<file path="src/rtl/ectd_pkg.sv">
// ----------------------------------------------------------------------------
// ectd_pkg: shared types and constants
// Command and status types, divisor and month tables, width helpers.
// ----------------------------------------------------------------------------
`default_nettype none

package ectd_pkg;

	localparam int STAMP_BITS_DEF = 44;

	localparam int PADDR_W = 3;
	localparam int PDATA_W = 32;
	localparam logic REG_TZ_HOURS = 1'b0;

	localparam logic [21:0] MS_PER_HOUR = 22'd3600000;
	localparam int OFF_W = 26;
	localparam int REM_W = 18;

	localparam logic [19:0] DAYS_TO_EPOCH = 20'd719468;
	localparam logic [REM_W-1:0] ERA_LAST_DAY = 18'd146096;
	localparam logic [REM_W-1:0] CENT_DAYS = 18'd36524;
	localparam logic [2:0] EPOCH_WEEKDAY = 3'd4;
	localparam logic [11:0] EPOCH_YEAR = 12'd1970;
	localparam logic [8:0] JAN_FIRST_DOY = 9'd306;

	typedef enum logic [2:0] {
		DIV_MS,
		DIV_SEC,
		DIV_MIN,
		DIV_HOUR,
		DIV_WEEK,
		DIV_ERA,
		DIV_CYCLE,
		DIV_YEAR
	} div_op_t;

	localparam logic [REM_W-1:0] DIVISOR [8] = '{
		18'd1000, 18'd60, 18'd60, 18'd24, 18'd7, 18'd146097, 18'd1460, 18'd365
	};

	// first day of each month in a year that starts on March 1
	localparam logic [8:0] MONTH_BASE [12] = '{
		9'd0, 9'd31, 9'd61, 9'd92, 9'd122, 9'd153,
		9'd184, 9'd214, 9'd245, 9'd275, 9'd306, 9'd337
	};

	typedef struct packed {
		logic    load;
		logic    adjust;
		logic    step;
		logic    next;
		logic    cal1;
		logic    cal2;
		div_op_t op;
	} dp_cmd_t;

	typedef struct packed {
		logic uflow;
	} dp_stat_t;

	function automatic int data_width(int stamp_bits);
		return ((stamp_bits + 4) >> 2) << 2;
	endfunction

	function automatic int div_width(int stamp_bits, div_op_t op);
		int w0;
		int w;
		w0 = stamp_bits + 1;
		case (op)
			DIV_MS:    w = w0;
			DIV_SEC:   w = w0 - 9;
			DIV_MIN:   w = w0 - 14;
			DIV_HOUR:  w = w0 - 19;
			DIV_WEEK:  w = w0 - 23;
			DIV_ERA:   w = ((w0 - 23 > 20) ? w0 - 23 : 20) + 1;
			DIV_CYCLE: w = REM_W;
			DIV_YEAR:  w = REM_W;
			default:   w = w0;
		endcase
		return w;
	endfunction

	function automatic int div_digits(int stamp_bits, div_op_t op);
		return (div_width(stamp_bits, op) + 3) >> 2;
	endfunction

endpackage

`default_nettype wire

</file>
<file path="src/rtl/ectd_regs.sv">
// ----------------------------------------------------------------------------
// ectd_regs: configuration register file
// APB-style slave holding the signed timezone offset in hours.
// ----------------------------------------------------------------------------
`default_nettype none

module ectd_regs (
	input  wire logic                          clk,
	input  wire logic                          arst_n,
	input  wire logic                          psel,
	input  wire logic                          penable,
	input  wire logic                          pwrite,
	input  wire logic [ectd_pkg::PADDR_W-1:0]  paddr,
	input  wire logic [ectd_pkg::PDATA_W-1:0]  pwdata,
	output logic      [ectd_pkg::PDATA_W-1:0]  prdata,
	output logic                               pready,
	output logic signed [4:0]                  tz_hours
);
	import ectd_pkg::*;

	logic signed [4:0] tz_q;
	logic              wr_en;

	assign pready = 1'b1;
	assign wr_en  = psel && penable && pwrite && (paddr[2] == REG_TZ_HOURS);
	assign tz_hours = tz_q;

	always_ff @(posedge clk or negedge arst_n) begin
		if (!arst_n) begin
			tz_q <= '0;
		end else if (wr_en) begin
			tz_q <= pwdata[4:0];
		end
	end

	always_comb begin
		if (paddr[2] == REG_TZ_HOURS) begin
			prdata = {{(PDATA_W-5){tz_q[4]}}, tz_q};
		end else begin
			prdata = '0;
		end
	end

endmodule

`default_nettype wire

</file>
<file path="src/rtl/ectd_ctrl.sv">
// ----------------------------------------------------------------------------
// ectd_ctrl: conversion sequencer
// Walks the datapath through offset, eight divisions and the calendar steps.
// ----------------------------------------------------------------------------
`default_nettype none

module ectd_ctrl #(
	parameter int STAMP_BITS = ectd_pkg::STAMP_BITS_DEF
) (
	input  wire logic               clk,
	input  wire logic               arst_n,
	input  wire logic               start,
	output logic                    busy,
	output logic                    done,
	output ectd_pkg::dp_cmd_t       cmd,
	input  wire ectd_pkg::dp_stat_t stat
);
	import ectd_pkg::*;

	localparam int DW      = data_width(STAMP_BITS);
	localparam int MAX_DIG = DW >> 2;
	localparam int DIG_W   = $clog2(MAX_DIG + 1);

	localparam logic [DIG_W-1:0] DIGITS [8] = '{
		DIG_W'(div_digits(STAMP_BITS, DIV_MS)),
		DIG_W'(div_digits(STAMP_BITS, DIV_SEC)),
		DIG_W'(div_digits(STAMP_BITS, DIV_MIN)),
		DIG_W'(div_digits(STAMP_BITS, DIV_HOUR)),
		DIG_W'(div_digits(STAMP_BITS, DIV_WEEK)),
		DIG_W'(div_digits(STAMP_BITS, DIV_ERA)),
		DIG_W'(div_digits(STAMP_BITS, DIV_CYCLE)),
		DIG_W'(div_digits(STAMP_BITS, DIV_YEAR))
	};

	typedef enum logic [2:0] {
		S_IDLE,
		S_ADJ,
		S_STEP,
		S_NEXT,
		S_CAL1,
		S_CAL2,
		S_DONE
	} state_t;

	state_t           state_q;
	div_op_t          op_q;
	div_op_t          op_nxt;
	logic [DIG_W-1:0] dig_q;

	assign op_nxt = div_op_t'(op_q + 3'd1);

	always_ff @(posedge clk or negedge arst_n) begin
		if (!arst_n) begin
			state_q <= S_IDLE;
			op_q    <= DIV_MS;
			dig_q   <= '0;
		end else begin
			case (state_q)
				S_IDLE: begin
					if (start) begin
						state_q <= S_ADJ;
					end
				end
				S_ADJ: begin
					if (stat.uflow) begin
						state_q <= S_DONE;
					end else begin
						op_q    <= DIV_MS;
						dig_q   <= DIGITS[DIV_MS];
						state_q <= S_STEP;
					end
				end
				S_STEP: begin
					dig_q <= dig_q - DIG_W'(1);
					if (dig_q == DIG_W'(1)) begin
						state_q <= S_NEXT;
					end
				end
				S_NEXT: begin
					if (op_q == DIV_YEAR) begin
						state_q <= S_CAL1;
					end else begin
						op_q    <= op_nxt;
						dig_q   <= DIGITS[op_nxt];
						state_q <= S_STEP;
					end
				end
				S_CAL1: state_q <= S_CAL2;
				S_CAL2: state_q <= S_DONE;
				S_DONE: state_q <= S_IDLE;
				default: state_q <= S_IDLE;
			endcase
		end
	end

	assign busy = (state_q != S_IDLE);
	assign done = (state_q == S_DONE);

	always_comb begin
		cmd        = '0;
		cmd.op     = op_q;
		cmd.load   = (state_q == S_IDLE) && start;
		cmd.adjust = (state_q == S_ADJ);
		cmd.step   = (state_q == S_STEP);
		cmd.next   = (state_q == S_NEXT);
		cmd.cal1   = (state_q == S_CAL1);
		cmd.cal2   = (state_q == S_CAL2);
	end

endmodule

`default_nettype wire

</file>
<file path="src/rtl/ectd_dp.sv">
// ----------------------------------------------------------------------------
// ectd_dp: conversion datapath
// Offset adder, shared radix-16 constant divider and calendar arithmetic.
// ----------------------------------------------------------------------------
`default_nettype none

module ectd_dp #(
	parameter int STAMP_BITS = ectd_pkg::STAMP_BITS_DEF
) (
	input  wire logic                  clk,
	input  wire logic [STAMP_BITS-1:0] timestamp_ms,
	input  wire logic signed [4:0]     tz_hours,
	input  wire ectd_pkg::dp_cmd_t     cmd,
	output ectd_pkg::dp_stat_t         stat,
	output logic [9:0]                 millis,
	output logic [5:0]                 seconds,
	output logic [5:0]                 minutes,
	output logic [4:0]                 hours,
	output logic [2:0]                 weekday,
	output logic [11:0]                year,
	output logic [8:0]                 day_of_year,
	output logic [3:0]                 month,
	output logic [4:0]                 day_of_month,
	output logic                       underflow
);
	import ectd_pkg::*;

	localparam int W0     = STAMP_BITS + 1;
	localparam int DW     = data_width(STAMP_BITS);
	localparam int DAYS_W = STAMP_BITS - 25;

	localparam int SH [8] = '{
		DW - 4 * div_digits(STAMP_BITS, DIV_MS),
		DW - 4 * div_digits(STAMP_BITS, DIV_SEC),
		DW - 4 * div_digits(STAMP_BITS, DIV_MIN),
		DW - 4 * div_digits(STAMP_BITS, DIV_HOUR),
		DW - 4 * div_digits(STAMP_BITS, DIV_WEEK),
		DW - 4 * div_digits(STAMP_BITS, DIV_ERA),
		DW - 4 * div_digits(STAMP_BITS, DIV_CYCLE),
		DW - 4 * div_digits(STAMP_BITS, DIV_YEAR)
	};

	logic [STAMP_BITS-1:0] stamp_q;
	logic [OFF_W-1:0]      off_q;
	logic                  neg_q;
	logic                  uflow_q;
	logic [DW-1:0]         num_q;
	logic [REM_W-1:0]      rem_q;
	logic [9:0]            ms_q;
	logic [5:0]            sec_q;
	logic [5:0]            min_q;
	logic [4:0]            hrs_q;
	logic [2:0]            wday_q;
	logic [DAYS_W-1:0]     days_q;
	logic [11:0]           era_q;
	logic [REM_W-1:0]      doe_q;
	logic [8:0]            yoe_q;
	logic [8:0]            doym_q;
	logic [3:0]            month_q;
	logic [4:0]            mday_q;
	logic [11:0]           year_q;
	logic [8:0]            doy_q;

	logic [4:0]            tz_mag;
	logic [26:0]           off_full;
	logic [W0-1:0]         stamp_x;
	logic [W0-1:0]         off_x;
	logic [W0-1:0]         t_adj;
	logic                  uflow_now;

	logic [REM_W-1:0]      dvsr;
	logic [REM_W-1:0]      step_r;
	logic [REM_W:0]        trial;
	logic [DW-1:0]         step_n;

	logic [2:0]            cent;
	logic [REM_W-1:0]      a_val;
	logic [DW-1:0]         nxt_val;
	logic [DW-1:0]         num_load;
	div_op_t               nxt_op;
	logic [3:0]            wday_sum;
	logic [2:0]            wday_nxt;

	logic [1:0]            c100;
	logic [REM_W-1:0]      y365;
	logic [REM_W-1:0]      doym_full;

	logic [3:0]            mp;
	logic                  jan_feb;
	logic                  leap;
	logic [8:0]            mday_full;

	// offset
	assign tz_mag    = tz_hours[4] ? 5'(~tz_hours + 5'd1) : 5'(tz_hours);
	assign off_full  = 27'(tz_mag) * 27'(MS_PER_HOUR);
	assign stamp_x   = W0'(stamp_q);
	assign off_x     = W0'(off_q);
	assign t_adj     = neg_q ? (stamp_x - off_x) : (stamp_x + off_x);
	assign uflow_now = neg_q && (stamp_x < off_x);
	assign stat.uflow = uflow_now;

	// one quotient digit per cycle
	always_comb begin
		dvsr   = DIVISOR[cmd.op];
		step_r = rem_q;
		step_n = num_q;
		trial  = '0;
		for (int i = 0; i < 4; i++) begin
			trial  = {step_r, step_n[DW-1]};
			step_n = {step_n[DW-2:0], 1'b0};
			if (trial >= {1'b0, dvsr}) begin
				trial     = trial - {1'b0, dvsr};
				step_n[0] = 1'b1;
			end
			step_r = trial[REM_W-1:0];
		end
	end

	// next dividend
	always_comb begin
		if (doe_q >= ERA_LAST_DAY) begin
			cent = 3'd4;
		end else if (doe_q >= 18'(3 * CENT_DAYS)) begin
			cent = 3'd3;
		end else if (doe_q >= 18'(2 * CENT_DAYS)) begin
			cent = 3'd2;
		end else if (doe_q >= CENT_DAYS) begin
			cent = 3'd1;
		end else begin
			cent = 3'd0;
		end
		a_val = doe_q - REM_W'(num_q[6:0]) + REM_W'(cent)
			- REM_W'(doe_q == ERA_LAST_DAY);
		case (cmd.op)
			DIV_MS, DIV_SEC, DIV_MIN, DIV_HOUR: nxt_val = num_q;
			DIV_WEEK:  nxt_val = DW'(days_q) + DW'(DAYS_TO_EPOCH);
			DIV_ERA:   nxt_val = DW'(rem_q);
			DIV_CYCLE: nxt_val = DW'(a_val);
			default:   nxt_val = '0;
		endcase
		nxt_op   = div_op_t'(cmd.op + 3'd1);
		num_load = nxt_val << SH[nxt_op];
		wday_sum = 4'(rem_q[2:0]) + 4'(EPOCH_WEEKDAY);
		wday_nxt = (wday_sum >= 4'd7) ? 3'(wday_sum - 4'd7) : wday_sum[2:0];
	end

	// day within the March-based year
	always_comb begin
		if (yoe_q >= 9'd300) begin
			c100 = 2'd3;
		end else if (yoe_q >= 9'd200) begin
			c100 = 2'd2;
		end else if (yoe_q >= 9'd100) begin
			c100 = 2'd1;
		end else begin
			c100 = 2'd0;
		end
		y365      = REM_W'(yoe_q) * 18'd365;
		doym_full = doe_q - (y365 + REM_W'(yoe_q[8:2]) - REM_W'(c100));
	end

	// month search
	always_comb begin
		mp = '0;
		for (int i = 1; i < 12; i++) begin
			if (doym_q >= MONTH_BASE[i]) begin
				mp = 4'(i);
			end
		end
		jan_feb   = (mp >= 4'd10);
		leap      = (yoe_q[1:0] == 2'b00) && (yoe_q != 9'd100) && (yoe_q != 9'd200)
			&& (yoe_q != 9'd300);
		mday_full = doym_q - MONTH_BASE[mp] + 9'd1;
	end

	always_ff @(posedge clk) begin
		if (cmd.load) begin
			stamp_q <= timestamp_ms;
			off_q   <= off_full[OFF_W-1:0];
			neg_q   <= tz_hours[4];
		end
		if (cmd.adjust) begin
			uflow_q <= uflow_now;
			num_q   <= DW'(t_adj);
			rem_q   <= '0;
		end
		if (cmd.step) begin
			num_q <= step_n;
			rem_q <= step_r;
		end
		if (cmd.next) begin
			num_q <= num_load;
			rem_q <= '0;
			case (cmd.op)
				DIV_MS:  ms_q  <= rem_q[9:0];
				DIV_SEC: sec_q <= rem_q[5:0];
				DIV_MIN: min_q <= rem_q[5:0];
				DIV_HOUR: begin
					hrs_q  <= rem_q[4:0];
					days_q <= num_q[DAYS_W-1:0];
				end
				DIV_WEEK: wday_q <= wday_nxt;
				DIV_ERA: begin
					era_q <= num_q[11:0];
					doe_q <= rem_q;
				end
				DIV_YEAR: yoe_q <= num_q[8:0];
				default: ;
			endcase
		end
		if (cmd.cal1) begin
			doym_q <= doym_full[8:0];
		end
		if (cmd.cal2) begin
			month_q <= jan_feb ? (mp - 4'd9) : (mp + 4'd3);
			mday_q  <= mday_full[4:0];
			year_q  <= era_q * 12'd400 + 12'(yoe_q) + 12'(jan_feb);
			doy_q   <= jan_feb ? (doym_q - JAN_FIRST_DOY + 9'd1)
				: (doym_q + 9'd60 + 9'(leap));
		end
	end

	assign underflow    = uflow_q;
	assign millis       = uflow_q ? '0 : ms_q;
	assign seconds      = uflow_q ? '0 : sec_q;
	assign minutes      = uflow_q ? '0 : min_q;
	assign hours        = uflow_q ? '0 : hrs_q;
	assign weekday      = uflow_q ? EPOCH_WEEKDAY : wday_q;
	assign year         = uflow_q ? EPOCH_YEAR : year_q;
	assign day_of_year  = uflow_q ? 9'd1 : doy_q;
	assign month        = uflow_q ? 4'd1 : month_q;
	assign day_of_month = uflow_q ? 5'd1 : mday_q;

endmodule

`default_nettype wire

</file>
<file path="src/rtl/epoch_ms_to_calendar_date.sv">
// ----------------------------------------------------------------------------
// epoch_ms_to_calendar_date: millisecond timestamp to calendar date and time
// Sequence: after the start beat the offset is applied, then eight divisions
//   run in the shared radix-16 divider (one digit per cycle), then the
//   calendar steps, and done is raised in the state after the last of them.
//   An underflowing count goes from the offset step straight to done.
// A new item is taken only while idle (busy low); the receiver cannot stall.
// Reset: arst_n idles the sequencer and clears tz_hours to 0.
// ----------------------------------------------------------------------------
`default_nettype none

module epoch_ms_to_calendar_date #(
	parameter int STAMP_BITS = ectd_pkg::STAMP_BITS_DEF
) (
	input  wire logic                         clk,
	input  wire logic                         arst_n,
	input  wire logic                         start,
	output logic                              busy,
	input  wire logic [STAMP_BITS-1:0]        timestamp_ms,
	output logic                              done,
	output logic [9:0]                        millis,
	output logic [5:0]                        seconds,
	output logic [5:0]                        minutes,
	output logic [4:0]                        hours,
	output logic [2:0]                        weekday,
	output logic [11:0]                       year,
	output logic [8:0]                        day_of_year,
	output logic [3:0]                        month,
	output logic [4:0]                        day_of_month,
	output logic                              underflow,
	input  wire logic                         psel,
	input  wire logic                         penable,
	input  wire logic                         pwrite,
	input  wire logic [ectd_pkg::PADDR_W-1:0] paddr,
	input  wire logic [ectd_pkg::PDATA_W-1:0] pwdata,
	output logic      [ectd_pkg::PDATA_W-1:0] prdata,
	output logic                              pready
);
	import ectd_pkg::*;

	logic signed [4:0] tz_hours;
	dp_cmd_t           cmd;
	dp_stat_t          stat;

	ectd_regs u_regs (
		.clk      (clk),
		.arst_n   (arst_n),
		.psel     (psel),
		.penable  (penable),
		.pwrite   (pwrite),
		.paddr    (paddr),
		.pwdata   (pwdata),
		.prdata   (prdata),
		.pready   (pready),
		.tz_hours (tz_hours)
	);

	ectd_ctrl #(
		.STAMP_BITS (STAMP_BITS)
	) u_ctrl (
		.clk    (clk),
		.arst_n (arst_n),
		.start  (start),
		.busy   (busy),
		.done   (done),
		.cmd    (cmd),
		.stat   (stat)
	);

	ectd_dp #(
		.STAMP_BITS (STAMP_BITS)
	) u_dp (
		.clk          (clk),
		.timestamp_ms (timestamp_ms),
		.tz_hours     (tz_hours),
		.cmd          (cmd),
		.stat         (stat),
		.millis       (millis),
		.seconds      (seconds),
		.minutes      (minutes),
		.hours        (hours),
		.weekday      (weekday),
		.year         (year),
		.day_of_year  (day_of_year),
		.month        (month),
		.day_of_month (day_of_month),
		.underflow    (underflow)
	);

endmodule

`default_nettype wire
</file>
<file path="config.mk">
export PLATFORM = sky130hd
export DESIGN_NAME = epoch_ms_to_calendar_date
export DESIGN_NICKNAME = d
export VERILOG_FILES = /design/src/rtl/ectd_pkg.sv /design/src/rtl/ectd_regs.sv /design/src/rtl/ectd_ctrl.sv /design/src/rtl/ectd_dp.sv /design/src/rtl/epoch_ms_to_calendar_date.sv
export SDC_FILE = /design/constraint.sdc
export NUM_CORES = 1
export LEC_CHECK = 0
export BUFFER_PORTS_ARGS = -buffer_cell sky130_fd_sc_hd__buf_4
export CORE_UTILIZATION = 25
export DETAILED_ROUTE_END_ITERATION = 6
export PLACE_DENSITY = 0.5
export SYNTH_ARGS = -nofsm -noshare
export SYNTH_HDL_FRONTEND = slang
export SYNTH_HIERARCHICAL = 1
export SYNTH_SLANG_ARGS = --single-unit
</file>
<file path="constraint.sdc">
create_clock -name clk -period 15.6 [get_ports clk]
set_input_delay 3.12 -clock clk [delete_from_list [all_inputs] [get_ports clk]]
set_output_delay 3.12 -clock clk [all_outputs]
set_load 0.05 [all_outputs]
</file>
# Word-level counts from Yosys, hierarchy flattened
# Memories as Yosys holds them, arrays and structs flattened.
# Index checks and enable logic that the tools add are counted.
# W data, S select, Z words.
# op_classes
n_mux,66
n_eq_ne,22
addsub,28
order_cmp,28
n_reduce_logical,26
n_bitwise,5
n_mul,3
shift,1
# op_table
cell,count
$pmux W48 S4,1
$mux W18,8
$mux W48,3
$mux W32,3
$ge A19 B18 Y1,4
$sub A18 B18 Y18,4
$shl A48 B32 Y48,1
$add A44 B26 Y45,1
$ge A9 B8 Y1 const B,5
$mux W3,15
$mux W45,1
$sub A44 B26 Y45,1
$lt A44 B26 Y1,1
$mux W4,10
$ge A18 B17 Y1 const B,2
$ge A9 B9 Y1 const B,4
$ge A9 B7 Y1 const B,3
$mux W5,5
$add A19 B20 Y21 const B,1
$eq A3 B3 Y1 const B,7
$mul A5 B15 Y19 const B,1
$add A18 B3 Y18,1
$eq A18 B18 Y1 const B,1
$ge A18 B16 Y1 const B,1
other kinds (56),95
# word_totals
mem_count,4
out_inout_bits,96
word_cells,207
regBits,273
mem_bits_ro,576
# memory_table
name,words,width,rd,rd_clocked_by_memory_dff,wr,line_no,rtl
(name not given),8,32,1,0,0,ectd_dp.sv:142,num_load = nxt_val << SH[nxt_op];
(name not given),16,9,1,0,0,ectd_dp.sv:173,mday_full = doym_q - MONTH_BASE[mp] + 9'd1;
(name not given),8,18,1,0,0,ectd_dp.sv:104,dvsr = DIVISOR[cmd.op];
(name not given),8,4,1,0,0,ectd_ctrl.sv:84,dig_q <= DIGITS[op_nxt];

# Longest topological paths before layout
# depth
word_depth,18
depth_mapped,63
mapped_depth_nobuf,57

# Modules after synthesis
# Netlist, hierarchy kept.
# modules_own_cells
module,seq_area_each_um2,area_each_um2,cells_per_inst,instances
ectd_dp,7447.1,23289.8,2520,1
ectd_ctrl,250.2,788.3,80,1
ectd_regs,125.1,462.9,45,1

# Worst setup path after synthesis
# OpenSTA, ideal clock, no wires.
# synth_path
kind,reg2reg
from,register u_ctrl.op_q[2]
to,register u_dp.rem_q[2]
n_path_buf,9
arrival_ps,12590
stages_incl_launch_ff,63
setup_time_ps,189
slack_ps,2821
period_less_slack_ps,12779
path_cell_list,dfrtp_1 buf_6 clkbuf_1 nand2_1 inv_1 clkbuf_1 nor2_1 ha_1 nand4_1 nor4_2 a32oi_2 nand2_1 clkbuf_1 nand2_1 o21ai_0 inv_1 ha_1 nor2b_1 (+27 left out) mux2i_1 ha_1 o21ai_0 a21oi_1 o21ai_0 a21boi_0 o21ai_0 a21oi_1 o21ai_0 a21oi_1 o21ai_0 nand2_1 and4_1 a2111oi_0 a41oi_1 buf_6 nor3_1 o32ai_1
# synth_between
elab_chain_cells,13
elab_cells_between_ends,17
cone_classes,4 x add/sub; 4 x order compare; 7 x mux; 1 x bitwise; 1 x memory
# synth_rtl
item,line_no,rtl
start: declaration,ectd_ctrl.sv:46,div_op_t op_q;
start signal: assignment,ectd_ctrl.sv:83,op_q <= op_nxt;
$not A3 Y4 (not written as such) *,ectd_dp.sv:104,
$mem_v2 Z8 W18 *,n/a,
$mux W18 (not written as such) * (2 in series),ectd_dp.sv:104,
$sub A18 B18 Y18 or $ge A19 B18 Y1 (tied branches),"ectd_dp.sv:112, ectd_dp.sv:111",
$mux W18,ectd_dp.sv:111,"if (trial >= {1'b0, dvsr}) begin"
$sub A18 B18 Y18 or $ge A19 B18 Y1 (tied branches),"ectd_dp.sv:112, ectd_dp.sv:111",
$mux W18,ectd_dp.sv:111,
$sub A18 B18 Y18 or $ge A19 B18 Y1 (tied branches),"ectd_dp.sv:112, ectd_dp.sv:111",
$mux W18,ectd_dp.sv:111,
$ge A19 B18 Y1 or $sub A18 B18 Y18 (tied branches),"ectd_dp.sv:111, ectd_dp.sv:112",
$mux W18 *,ectd_dp.sv:111,
$mux W18 *,ectd_dp.sv:187,if (cmd.step) begin
end signal: assignment,ectd_dp.sv:189,rem_q <= step_r;
end: declaration,ectd_dp.sv:48,logic [REM_W-1:0] rem_q;
# Every way passes the cells marked *; elsewhere a longest branch is shown, timed or not. The select of a mux whose other input is x is not followed.
# A chain may end at the register's enable or synchronous reset.

# Worst setup path in the final report
# layout_path
from,register u_ctrl.op_q[0]
to,register u_dp.num_q[0] (data pin)
# layout_between
elab_chain_cells,14
elab_cells_between_ends,32
cone_classes,4 x add/sub; 4 x order compare; 6 x eq/ne; 1 x shift; 11 x mux; 2 x bitwise; 2 x reduce/logical; 2 x memory
# layout_rtl
item,line_no,rtl
$not A3 Y4 (not written as such),ectd_dp.sv:104,
$mem_v2 Z8 W18,n/a,
$mux W18 (not written as such) (2 in series),ectd_dp.sv:104,
$sub A18 B18 Y18 or $ge A19 B18 Y1 (tied branches),"ectd_dp.sv:112, ectd_dp.sv:111",
$mux W18,ectd_dp.sv:111,
$sub A18 B18 Y18 or $ge A19 B18 Y1 (tied branches),"ectd_dp.sv:112, ectd_dp.sv:111",
$mux W18,ectd_dp.sv:111,
$sub A18 B18 Y18 or $ge A19 B18 Y1 (tied branches),"ectd_dp.sv:112, ectd_dp.sv:111",
$mux W18,ectd_dp.sv:111,
$ge A19 B18 Y1,ectd_dp.sv:111,
$mux W1,ectd_dp.sv:111,
$mux W48,ectd_dp.sv:187,
$mux W48 *,ectd_dp.sv:191,if (cmd.next) begin
end signal: assignment,ectd_dp.sv:184,num_q <= DW'(t_adj);
end signal: assignment,ectd_dp.sv:188,num_q <= step_n;
end signal: assignment,ectd_dp.sv:192,num_q <= num_load;
end: declaration,ectd_dp.sv:47,logic [DW-1:0] num_q;
# Marked as above.

==> flow_results.xml <==
<?xml version="1.0" encoding="UTF-8"?>
<metrics>
  <group name="status">
    <metric name="status" unit="">completed</metric>
  </group>
  <group name="worst_hold_path">
    <metric name="holdPathEnd" unit="">u_dp/days_q[12]</metric>
    <metric name="worstHoldStart" unit="">u_dp/num_q[12]</metric>
    <metric name="hold_path_class" unit="">flop to flop</metric>
    <metric name="whs_path_depth" unit="">0</metric>
  </group>
  <group name="sta">
    <metric name="hold-worst-slack" unit="ns">0.5250</metric>
    <metric name="finalWorstSetupSlack" unit="ns">1.414</metric>
    <metric name="max_slew.worst_pin.slew" unit="ns">1.254</metric>
    <metric name="clock.fmax" unit="MHz">70.49</metric>
    <metric name="setup_viol" unit="">0</metric>
    <metric name="setup_total_negative_slack" unit="ns">0</metric>
    <metric name="relative_slew_slack" unit="">0.1526</metric>
    <metric name="grt_setup_unrepaired" unit="">false</metric>
    <metric name="slew_violations" unit="">0</metric>
    <metric name="layout_min_cycle_time" unit="ns">14.19</metric>
    <metric name="hold_viol_final" unit="">0</metric>
    <metric name="min_period_over_period" unit="">0.9094</metric>
    <metric name="fin_worst_skew" unit="ns">0.03646</metric>
  </group>
  <group name="layout">
    <metric name="most-common-layout-cells" unit="">285 x sky130_fd_sc_hd__ha_1, 251 x sky130_fd_sc_hd__inv_1, 236 x sky130_fd_sc_hd__edfxtp_1</metric>
    <metric name="area_delta_synth_final" unit="%">15.48</metric>
    <metric name="diodes" unit="">0</metric>
    <metric name="layout.cells.most_common" unit="">sky130_fd_sc_hd__ha_1</metric>
    <metric name="post-route-cell-area" unit="um^2">28340</metric>
    <metric name="num-nets-final" unit="">3183</metric>
    <metric name="layout-drive-gt1-share" unit="">0.1303</metric>
  </group>
  <group name="setup_path">
    <metric name="slowest_stage" unit="">sky130_fd_sc_hd__mux2i_1</metric>
    <metric name="type_of_the_worst_setup_path" unit="">flop to flop</metric>
    <metric name="endpoint_kind" unit="">flop</metric>
    <metric name="critical_path.max_stage_delay" unit="ns">0.69</metric>
    <metric name="worstPathBufferInverterCount" unit="">6</metric>
    <metric name="reg2reg_setup_slack" unit="ns">1.41</metric>
    <metric name="startpoint_type" unit="">flop</metric>
    <metric name="worst-path-max-fanout" unit="">14</metric>
    <metric name="critical_path_arrival" unit="ns">14.49</metric>
    <metric name="cp_common_cell" unit="">sky130_fd_sc_hd__o21ai_0</metric>
    <metric name="r2r.worst_path.cells" unit="">55</metric>
    <metric name="worstReg2RegEnd" unit="">u_dp/num_q[0]</metric>
    <metric name="worstPathRequired" unit="ns">15.90</metric>
    <metric name="reg2reg_from" unit="">u_ctrl/op_q[0]</metric>
    <metric name="cp_top_family" unit="">compound AO/OA/AOI/OAI gates</metric>
  </group>
  <group name="logic_synthesis">
    <metric name="post_synth_instance_area" unit="um^2">24540</metric>
    <metric name="synth_warnings" unit="">6</metric>
    <metric name="synth_top_flop_cell" unit="">sky130_fd_sc_hd__edfxtp_1</metric>
    <metric name="synth_top_cell_by_area" unit="">sky130_fd_sc_hd__edfxtp_1</metric>
    <metric name="post_synth_main_area_contributors" unit="">sky130_fd_sc_hd__edfxtp_1 29%, sky130_fd_sc_hd__ha_1 15%, sky130_fd_sc_hd__xnor2_1 4.4%</metric>
    <metric name="synthesis.instances" unit="">2645</metric>
    <metric name="synth_top_area_share" unit="">0.2888</metric>
    <metric name="synth-edff-count" unit="">236</metric>
    <metric name="yosysUniqueCellTypes" unit="">115</metric>
    <metric name="synth.ff_latch_count" unit="">269</metric>
    <metric name="ys_async_sr_fraction" unit="">0.05576</metric>
    <metric name="syn-num-nets" unit="">3061</metric>
    <metric name="syn_avg_cell_area" unit="um^2">9.278</metric>
    <metric name="synth-seq-area-share" unit="">0.3188</metric>
  </group>
  <group name="floorplan">
    <metric name="die_w" unit="um">315.3</metric>
    <metric name="die-area" unit="um^2">99420</metric>
    <metric name="fp.coreArea" unit="um^2">96990</metric>
    <metric name="die_height" unit="um">315.3</metric>
    <metric name="row_count" unit="">114</metric>
    <metric name="io-pin-count" unit="">181</metric>
    <metric name="start_util" unit="">0.2530</metric>
  </group>
  <group name="clocking">
    <metric name="number_of_hold_repair_buffers_added_at_the_cts_stage" unit="">0</metric>
    <metric name="cts-htree-levels" unit="">2</metric>
    <metric name="insertion_delay" unit="ns">0.59</metric>
    <metric name="cts.reportedPaths.clkPinSlew" unit="ns">0.06</metric>
    <metric name="ctsLongestPathBuffers" unit="">3</metric>
    <metric name="num_cts_buffers" unit="">37</metric>
    <metric name="cts_sinks" unit="">269</metric>
    <metric name="postCtsSetupBuffers" unit="">0</metric>
    <metric name="cts_tree" unit="">built</metric>
    <metric name="cts_root_buffer" unit="">sky130_fd_sc_hd__clkbuf_16</metric>
    <metric name="cts.repair.resized" unit="">0</metric>
  </group>
  <group name="routing">
    <metric name="detail_route.wirelength" unit="um">73890</metric>
    <metric name="drc" unit="">0</metric>
    <metric name="post_drt_via_cell_ratio" unit="">4.906</metric>
    <metric name="routedWlPerCell" unit="um">18.15</metric>
    <metric name="route.antenna.remaining_nets" unit="">0</metric>
    <metric name="vias" unit="">19970</metric>
    <metric name="dr.pass1.iters" unit="">7</metric>
    <metric name="drt_iter0_markers" unit="">1331</metric>
  </group>
  <group name="global_route">
    <metric name="global_route.overflow_total" unit="">0</metric>
    <metric name="gr-usage-all-layers" unit="">0.1473</metric>
    <metric name="grt_antenna_before_repair" unit="">2</metric>
    <metric name="grt_start_max_net_pins" unit="">65</metric>
    <metric name="grt_pass1_wl" unit="um">113400</metric>
    <metric name="grt_pass1_vias" unit="">19310</metric>
  </group>
  <group name="run">
    <metric name="drv_cap" unit="">0</metric>
  </group>
  <group name="placement">
    <metric name="place.gp.congestion" unit="">0.8919</metric>
    <metric name="place.port_buffers" unit="">150</metric>
    <metric name="place_worst_setup_slack" unit="ns">1.620</metric>
    <metric name="postPlaceCellArea" unit="um^2">27100</metric>
    <metric name="dp_hpwl" unit="um">56190</metric>
  </group>
</metrics>
-- synth_stat cells, types with 16 or more instances --
library cell	n
sky130_fd_sc_hd__inv_1	252
sky130_fd_sc_hd__a221o_1	23
sky130_fd_sc_hd__or3_1	20
sky130_fd_sc_hd__o21a_1	20
sky130_fd_sc_hd__mux2_2	18
sky130_fd_sc_hd__nand2_1	198
sky130_fd_sc_hd__a21o_1	38
sky130_fd_sc_hd__o22ai_1	23
sky130_fd_sc_hd__nor2_1	162
sky130_fd_sc_hd__or2_2	20
sky130_fd_sc_hd__nand2b_1	26
sky130_fd_sc_hd__o21ai_0	175
sky130_fd_sc_hd__nand3_1	31
sky130_fd_sc_hd__dfxtp_1	18
sky130_fd_sc_hd__o211ai_1	19
sky130_fd_sc_hd__buf_4	31
sky130_fd_sc_hd__mux2i_1	49
sky130_fd_sc_hd__nand4_1	17
sky130_fd_sc_hd__fa_1	46
sky130_fd_sc_hd__a211oi_1	16
sky130_fd_sc_hd__xnor2_1	122
sky130_fd_sc_hd__clkbuf_1	72
sky130_fd_sc_hd__xor2_1	49
sky130_fd_sc_hd__nor3_1	52
sky130_fd_sc_hd__a21oi_1	196
sky130_fd_sc_hd__o21bai_1	30
sky130_fd_sc_hd__and3_1	20
sky130_fd_sc_hd__nor2b_1	80
sky130_fd_sc_hd__edfxtp_1	236
sky130_fd_sc_hd__ha_1	285
-- registers in the layout, summed over array words and instances (netlist names), 4 cells and up --
| register | flops |
|---|---|
| u_dp/sec_q | 6 |
| u_dp/doy_q | 9 |
| u_dp/yoe_q | 9 |
| u_dp/num_q | 48 |
| u_dp/ms_q | 10 |
| u_dp/era_q | 8 |
| u_regs/tz_hours | 5 |
| u_dp/min_q | 6 |
| u_dp/doe_q | 18 |
| u_dp/rem_q | 18 |
| u_dp/year_q | 12 |
| u_ctrl/dig_q | 4 |
| u_dp/mday_q | 5 |
| u_dp/days_q | 19 |
| u_dp/hrs_q | 5 |
| u_dp/off_q | 19 |
| u_dp/stamp_q | 44 |
| u_dp/doym_q | 9 |
| u_dp/month_q | 4 |
-- how the worst max path moves through the flow --
stage                         startpoint  cells past startpoint  slack (ns)       endpoint
after CTS                 u_ctrl/op_q[0]                     55        1.53  u_dp/num_q[0]
after global routing      u_ctrl/op_q[0]                     55        0.26  u_dp/num_q[0]
final                     u_ctrl/op_q[0]                     55        1.41  u_dp/num_q[0]
after detailed placement  u_ctrl/op_q[0]                     55        1.62  u_dp/num_q[0]
after global placement    u_ctrl/op_q[0]                     55        1.66  u_dp/num_q[0]
after floorplan           u_ctrl/op_q[2]                     62        2.82  u_dp/rem_q[2]
-- cells by family after synthesis --
group / share of synthesized area
xor+xnor: 0.06103
fa+ha+maj: 0.1828
flops: 0.3188
simple gates: 0.1425
compound gates: 0.1992
mux: 0.03161
other cells: 0.0001528
buf+inv: 0.06393
-- area by class of cell --
class	instances	area, um^2
fill	10270	68650
multi-input combinational	2000	15200
sequential	269	7823
tap	1276	1597
timing repair buffer	204	1531
clock buffer	43	969.7
inverter	255	957.2
clock inverter	23	267.8
-- stage by stage --
stage,util,cells
floorplan,-,2645
global placement,0.2794,4004
finish,0.2922,4070
detailed placement,0.2794,4004
global route,0.2922,4070
CTS,0.2922,4070
-- routing by layer --
metal / vias to the layer above / routed length [um] / track usage
met4: 2 / 2393 / 0.05556
met3: 128 / 3598 / 0.02079
met1: 9510 / 34110 / 0.1965
li1: 9784 / - / -
met2: 545 / 33780 / 0.2402
met5: - / 7 / 0
Power is not shown: default switching activity piles up to over one toggle a cycle in this logic, so the estimate is an artifact.
